**config.mk**
```make
export PLATFORM = sky130hd
export DESIGN_NAME = sso_ctrl
export DESIGN_NICKNAME = d
export VERILOG_FILES = /design/src/rtl/sso_pkg.sv /design/src/rtl/sso_ctrl.sv
export SDC_FILE = /design/constraint.sdc
export NUM_CORES = 1
export LEC_CHECK = 0
export BUFFER_PORTS_ARGS = -buffer_cell sky130_fd_sc_hd__buf_2
export CORE_MARGIN = 4
export CORE_UTILIZATION = 45
export CTS_CLUSTER_DIAMETER = 150
export CTS_CLUSTER_SIZE = 40
export DETAILED_ROUTE_END_ITERATION = 12
export GPL_TIMING_DRIVEN = 0
export PLACE_DENSITY_LB_ADDON = 0.05
export SYNTH_ARGS = -nofsm -noshare
export SYNTH_HDL_FRONTEND = slang
export SYNTH_SLANG_ARGS = --single-unit
```
**constraint.sdc**
```tcl
create_clock -name clk -period 2.3 [get_ports clk]
set_input_delay 0.345 -clock clk [delete_from_list [all_inputs] [get_ports clk]]
set_output_delay 0.345 -clock clk [all_outputs]
set_load 0.02 [all_outputs]
```
**src/rtl/sso_pkg.sv**
```systemverilog
// shared types and constants for the strahler/shreve orderer
// used by sso_ctrl, sso_datapath and the top level, no dependencies
package sso_pkg;

    localparam int MAX_STREAMS_DEF = 1024;
    localparam int MAX_TRIBS_DEF   = 5;
    localparam int ID_W            = 10;
    localparam int CNT_W           = 3;
    localparam int ORD_W           = 5;
    localparam int MAG_W           = 11;
    localparam int IN_TRIBS        = 5;
    localparam int ORDER_MAX       = 15;
    localparam int MAG_MAX         = 1023;
    localparam int RES_W           = ORD_W + MAG_W;
    localparam int IN_DATA_W       = 80;
    localparam int OUT_DATA_W      = 32;

    localparam logic [1:0] REQ_LOAD  = 2'd0;
    localparam logic [1:0] REQ_RUN   = 2'd1;
    localparam logic [1:0] REQ_QUERY = 2'd2;

    typedef enum logic [3:0] {
        ST_CLR_RST,
        ST_IDLE,
        ST_Q_WAIT,
        ST_RESP,
        ST_CLR_RUN,
        ST_SPR_RD,
        ST_SPR_WAIT,
        ST_NODE,
        ST_NODE_WAIT,
        ST_TRIB,
        ST_TRIB_WAIT,
        ST_WRITE
    } sso_state_t;

    typedef struct packed {
        logic load;
        logic q_read;
        logic q_latch;
        logic out_pop;
        logic clr_init;
        logic clr_step;
        logic run_start;
        logic spr_read;
        logic spr_latch;
        logic next_spring;
        logic node_read;
        logic node_latch;
        logic trib_read;
        logic trib_acc;
        logic node_write;
    } sso_cmd_t;

    typedef struct packed {
        logic out_valid;
        logic clr_last;
        logic spr_done;
        logic cur_ok;
        logic leaf;
        logic trib_ok;
        logic trib_unset;
        logic trib_last;
    } sso_stat_t;

endpackage

```
**src/rtl/sso_ctrl.sv**
```systemverilog
// sequencer for loads, queries, clearing passes and the ordering walk
// depends on sso_pkg
module sso_ctrl (
    input  logic              clk,
    input  logic              rst_n,
    input  logic              in_valid,
    input  logic [1:0]        req_type,
    input  logic              out_ready,
    input  sso_pkg::sso_stat_t stat,
    output logic              in_ready,
    output sso_pkg::sso_cmd_t  cmd
);

    sso_pkg::sso_state_t state_reg, state_next;
    logic acc;

    assign in_ready = (state_reg == sso_pkg::ST_IDLE) && !stat.out_valid;
    assign acc      = in_valid && in_ready;

    always_ff @(posedge clk or negedge rst_n)
    begin
        if (!rst_n)
        begin
            state_reg <= sso_pkg::ST_CLR_RST;
        end
        else
        begin
            state_reg <= state_next;
        end
    end

    always_comb
    begin
        state_next = state_reg;
        unique case (state_reg)
            sso_pkg::ST_CLR_RST:
                if (stat.clr_last) state_next = sso_pkg::ST_IDLE;
            sso_pkg::ST_IDLE:
                if (acc)
                begin
                    priority if (req_type == sso_pkg::REQ_RUN)
                        state_next = sso_pkg::ST_CLR_RUN;
                    else if (req_type == sso_pkg::REQ_QUERY)
                        state_next = sso_pkg::ST_Q_WAIT;
                    else
                        state_next = sso_pkg::ST_IDLE;
                end
            sso_pkg::ST_Q_WAIT:
                state_next = sso_pkg::ST_RESP;
            sso_pkg::ST_RESP:
                if (out_ready) state_next = sso_pkg::ST_IDLE;
            sso_pkg::ST_CLR_RUN:
                if (stat.clr_last) state_next = sso_pkg::ST_SPR_RD;
            sso_pkg::ST_SPR_RD:
                state_next = stat.spr_done ? sso_pkg::ST_IDLE : sso_pkg::ST_SPR_WAIT;
            sso_pkg::ST_SPR_WAIT:
                state_next = sso_pkg::ST_NODE;
            sso_pkg::ST_NODE:
                state_next = stat.cur_ok ? sso_pkg::ST_NODE_WAIT : sso_pkg::ST_SPR_RD;
            sso_pkg::ST_NODE_WAIT:
                state_next = stat.leaf ? sso_pkg::ST_WRITE : sso_pkg::ST_TRIB;
            sso_pkg::ST_TRIB:
                state_next = stat.trib_ok ? sso_pkg::ST_TRIB_WAIT : sso_pkg::ST_SPR_RD;
            sso_pkg::ST_TRIB_WAIT:
            begin
                priority if (stat.trib_unset) state_next = sso_pkg::ST_SPR_RD;
                else if (stat.trib_last)      state_next = sso_pkg::ST_WRITE;
                else                          state_next = sso_pkg::ST_TRIB;
            end
            sso_pkg::ST_WRITE:
                state_next = sso_pkg::ST_NODE;
            default:
                state_next = sso_pkg::ST_IDLE;
        endcase
    end

    always_comb
    begin
        cmd = '0;
        unique case (state_reg)
            sso_pkg::ST_CLR_RST:
            begin
                cmd.clr_step = 1'b1;
            end
            sso_pkg::ST_IDLE:
            begin
                cmd.load     = acc && (req_type == sso_pkg::REQ_LOAD);
                cmd.clr_init = acc && (req_type == sso_pkg::REQ_RUN);
                cmd.q_read   = acc && (req_type == sso_pkg::REQ_QUERY);
            end
            sso_pkg::ST_Q_WAIT:
                cmd.q_latch = 1'b1;
            sso_pkg::ST_RESP:
                cmd.out_pop = out_ready;
            sso_pkg::ST_CLR_RUN:
            begin
                cmd.clr_step  = 1'b1;
                cmd.run_start = stat.clr_last;
            end
            sso_pkg::ST_SPR_RD:
                cmd.spr_read = !stat.spr_done;
            sso_pkg::ST_SPR_WAIT:
                cmd.spr_latch = 1'b1;
            sso_pkg::ST_NODE:
            begin
                cmd.node_read   = stat.cur_ok;
                cmd.next_spring = !stat.cur_ok;
            end
            sso_pkg::ST_NODE_WAIT:
                cmd.node_latch = 1'b1;
            sso_pkg::ST_TRIB:
            begin
                cmd.trib_read   = stat.trib_ok;
                cmd.next_spring = !stat.trib_ok;
            end
            sso_pkg::ST_TRIB_WAIT:
            begin
                cmd.trib_acc    = !stat.trib_unset;
                cmd.next_spring = stat.trib_unset;
            end
            sso_pkg::ST_WRITE:
                cmd.node_write = 1'b1;
            default:
                cmd = '0;
        endcase
    end

    a_ready_idle: assert property (@(posedge clk) disable iff (!rst_n)
        in_ready |-> (state_reg == sso_pkg::ST_IDLE))
        else $error("input ready outside idle");
    a_no_overlap: assert property (@(posedge clk) disable iff (!rst_n)
        stat.out_valid |-> !in_ready)
        else $error("input ready while a result is pending");
    a_trib_seq: assert property (@(posedge clk) disable iff (!rst_n)
        (state_reg == sso_pkg::ST_TRIB_WAIT) |-> ($past(state_reg) == sso_pkg::ST_TRIB))
        else $error("tributary accumulate without a read");
    a_clr_exit: assert property (@(posedge clk) disable iff (!rst_n)
        (state_reg == sso_pkg::ST_CLR_RUN && stat.clr_last) |=>
            (state_reg == sso_pkg::ST_SPR_RD))
        else $error("run did not start after clearing");

endmodule

```
# == Word level (Yosys, flattened, before mapping) ==
# Index checks and enable logic that the tools add are counted.
# Widths: inputs -> output; s select.
# classes
eq_ne,17
mux,27
n_reduce_logical,15
# ops
operator,n
$pmux 4 s11,1
$mux 4,7
$eq 4x3->1 const B,4
$eq 4x4->1 const B,4
$mux 1,12
$eq 4x2->1 const B,2
$mux 2,4
$ne 2x2->1 const B,4
$mux 3,2
$logic_and 1x1->1,5
$logic_not 1->1,5
$eq 4x1->1 const B,1
$logic_not 4->1,1
$reduce_and 4->1,1
$reduce_or 2->1,2
$pmux 1 s3,1
$eq 2x1->1 const B,1
$eq 2x2->1 const B,1
$logic_not 2->1,1
# totals
out_inout_bits,16
input_bits,14
register_bits,4
elab_cells,60

# == Depth between registers and ports, before layout ==
# depth
word_depth,5
depth_mapped,6
ltp_nobuf,6

# == Worst setup path after synthesis ==
# OpenSTA, ideal clock, no wires.
# synth_timing
path_kind,register -> output
startpoint,reg state_reg[3]
endpoint,out cmd[11] in the netlist's numbering
required_ns,1.955
path_buffers,2
setup_slack_ns,0.439
path_stages_with_launch,4
arrival_time_ns,1.516
cell_sequence,dfrtp_1 -> clkbuf_1 -> clkbuf_1 -> nor4b_1
# synth_lines
item,line_no,rtl
from (decl),sso_ctrl.sv:14,"sso_pkg::sso_state_t state_reg, state_next;"
from (signal assigned),sso_ctrl.sv:24,state_reg <= sso_pkg::ST_CLR_RST;
from (signal assigned),sso_ctrl.sv:28,state_reg <= state_next;
to (decl),sso_ctrl.sv:11,output sso_pkg::sso_cmd_t cmd

==> run_results.csv <==
group,metric,value,unit
power,p_sw,350,uW
floorplan,die_w,44.6,um
sta,maxSlewHeadroom,0.693,
synthesis,yosys.area_share.simple,0.416,
final_layout,largest_reg_flops,4,
min_path,holdPathStages,3,
route,drt_iter0_drc,25,
clock_tree,clockBufferDepth,2,
power,clockPowerShare,0.133,
final_layout,final_util,0.672,
min_path,hp-class,"in2reg",
worst_setup_path,timing.rr.end,"state_reg[0]",
floorplan,rows,12,
synthesis,netlist_instances,88,
worst_setup_path,required,1960,ps
global_routing,antenna_found_initial,0,
clock_tree,cts_tree,"built",
synthesis,syn_nets,106,
final_layout,nNetsFinal,141,
power,p_seq_frac,0.171,
global_routing,grt_use_total,0.201,
clock_tree,insertion_delay,240,ps
synthesis,synth.most_common_cell,"nor2_1",
power,switching_share,0.517,
floorplan,io_pins,30,
route,routedWlPerCell,13.2,um
placed_design,gp_congestion,0.868,
clock_tree,cts_sinks,4,
final_layout,syn_to_final_growth,32.4,%
synthesis,synth_top_family_by_area,"simple AND/OR/NAND/NOR gates",
worst_setup_path,slowest_delay,420,ps
sta,tightest_slew,460,ps
synthesis,synth_area_leaders,"dfrtp_1, ha_1, nor3_1",
floorplan,die_area,0.00199,mm^2
floorplan,fp.dieH,44.6,um
route,drt_pre_antenna_iters,4,
placed_design,place_inst,131,
sta,post-route-min-period,2170,ps
worst_setup_path,cp.arrival,1830,ps
worst_setup_path,r2r_cells,5,
global_routing,grt_max_degree,11,
route,routed_via_density,5.73,
power,p_int,326,uW
power,p_leak,0.404,nW
sta,fin_skew,5.04,ps
route,num_vias,774,
placed_design,io_buffers,29,
synthesis,yosysTopAreaCell,"dfrtp_1",
sta,grt_setup_unrepaired,"false",
clock_tree,path_clk_slew,40,ps
min_path,hold_path_startpoint,"stat[6]",
synthesis,synth_edf_count,0,
worst_setup_path,crit_fanout,10,
floorplan,start_util,0.507,
synthesis,synth_xor_area_frac,0,
synthesis,ys.flop_type,"dfrtp_1",
worst_setup_path,path_delay_family,"buffers and inverters",
worst_setup_path,critPathKind,"reg2out",
power,cellPowerDensity,848,mW/mm^2
global_routing,grt_pass1_vias,700,
min_path,whs_endpoint,"state_reg[0]",
final_layout,layout-drive-gt1-share,0.281,
route,postRouteAntennaNets,0,
sta,setup_violations,0,
power,p_comb_frac,0.696,
global_routing,grt_pass1_wl,2940,um
synthesis,ys_warn_count,0,
sta,tns,0,ps
synthesis,yosys.area_share.adder,0.0832,
route,drc_errors,0,
synthesis,synthMuxAreaShare,0,
sta,timing.fmax,0.461,GHz
clock_tree,cts_buffers,3,
sta,finalCritPeriodShare,0.944,
final_layout,diodes,0,
synthesis,synth_cell_type_count,33,
worst_setup_path,crit_path_start_kind,"flip-flop",
clock_tree,ctsHoldBuffers,1,
worst_setup_path,end_kind,"output port",
placed_design,hpwl,1390,um
synthesis,synth_common_cells,"nor2_1, nor3_1, a21oi_1, clkbuf_1, inv_1",
final_layout,fill_cells,121,
job,drv_cap,0,
synthesis,netlist.area_leader.share,0.166,
sta,final_max_slew_viol_count,0,
synthesis,ys_ff_latch,4,
sta,hold_violations,0,
worst_setup_path,cp_cell_sequence,"clkbuf_1 -> clkbuf_1 -> nor4_1 -> and2_1 -> buf_2",
synthesis,synth_area_per_cell,6.84,um^2
worst_setup_path,cp_common_cell,"clkbuf_1",
final_layout,instances_no_fill,135,
clock_tree,cts_resized,0,
worst_setup_path,worst-path-buf-inv,3,
worst_setup_path,critPathSlowestCell,"nor4_1",
floorplan,core-area,0.00119,mm^2
clock_tree,ctsRootBufferMaster,"clkbuf_4",
clock_tree,htree_levels,1,
clock_tree,postCtsSetupBuffers,0,
final_layout,register_area,100,um^2
synthesis,synth_compound_area_frac,0.252,
global_routing,grt.overflow.total,0,
route,wirelength,1790,um
final_layout,multi_input_area,452,um^2
synthesis,syn_area,602,um^2
worst_setup_path,r2r-start,"state_reg[0]",
synthesis,ys_seq_area_frac,0.166,
synthesis,async_flop_share,1.00,
power,max-vdd-ir-drop,382,uV
worst_setup_path,r2r_setup_slack,660,ps
outcome,status,"finished, final reports clean",
[metrics by stage]
stage	hold slack (ps)	area (um^2)	total power, mW	setup slack, ps
floorplan	49.4	602	0.459	439
global placement	152	764	0.575	416
detailed placement	158	764	0.578	385
CTS	423	797	0.670	136
global route	449	797	0.733	9.76
finish	426	797	0.676	129
[tightest hold or removal path: cells and delay by family]
| kind | cells | cell delay, ps |
|---|---|---|
| buf+inv | 1 | 110 |
| compound gates | 1 | 110 |
| simple gates | 1 | 60 |
[logic make-up after synthesis]
family | count (synthesis)
AOI/OAI and AO/OA | 22
adders and majority gates | 4
buffers and inverters | 13
DFF | 4
and+or+nand+nor | 45
[layer usage]
| layer | wire (um) | GRT usage | vias to the layer above |
|---|---|---|---|
| met5 | 0 | 0 | - |
| met4 | 34 | 0.0964 | 0 |
| met3 | 139 | 0.0650 | 5 |
| met2 | 797 | 0.312 | 33 |
| met1 | 815 | 0.248 | 350 |
| li1 | - | - | 386 |
[final cells by class]
type / instances / share of cell area
sequential: 4 / 0.126
inverter: 6 / 0.0283
tap: 14 / 0.0220
clock buffer: 3 / 0.0283
buffer: 7 / 0.0345
multi-input combinational: 71 / 0.567
timing repair buffer: 30 / 0.195
[power by group through the flow]
stage                     sequential (mW)  clock, mW  combinational [mW]
after floorplan                     0.109          0               0.350
after global placement              0.118          0               0.458
after detailed placement            0.116          0               0.462
after CTS                           0.115     0.0907               0.464
after global routing                0.119     0.0960               0.518
final                               0.116     0.0898               0.470
[worst max-delay path by stage]
| stage | from | to | slack, ps | cells after the start |
|---|---|---|---|---|
| after floorplan | state_reg[3] | cmd[11] | 440 | 3 |
| after detailed placement | state_reg[3] | cmd[14] | 390 | 5 |
| after CTS | state_reg[3] | cmd[14] | 140 | 5 |
| after global routing | state_reg[3] | cmd[14] | 10 | 5 |
| final | state_reg[3] | cmd[14] | 130 | 5 |
| after global placement | state_reg[3] | cmd[10] | 420 | 5 |
[layout by cell type, fill, tap and decap left out, types with 2 or more instances in the layout]
master    netlist  routed
nor2b_1         3       3
nor4_1          4       4
ha_1            4       4
nor2_1          9       9
nand3b_1        2       2
and2_1          3       3
o22ai_1         2       2
dfrtp_1         4       4
a21oi_1         6       6
nand2b_1        4       4
clkbuf_1        6       6
o21ai_0         2       2
clkbuf_4        0       3
buf_2           1      30
nor3_1          8       8
a31oi_1         2       2
inv_1           6       6
nand2_1         5       5
o32ai_1         2       2
(Power assumes the default switching activity.)
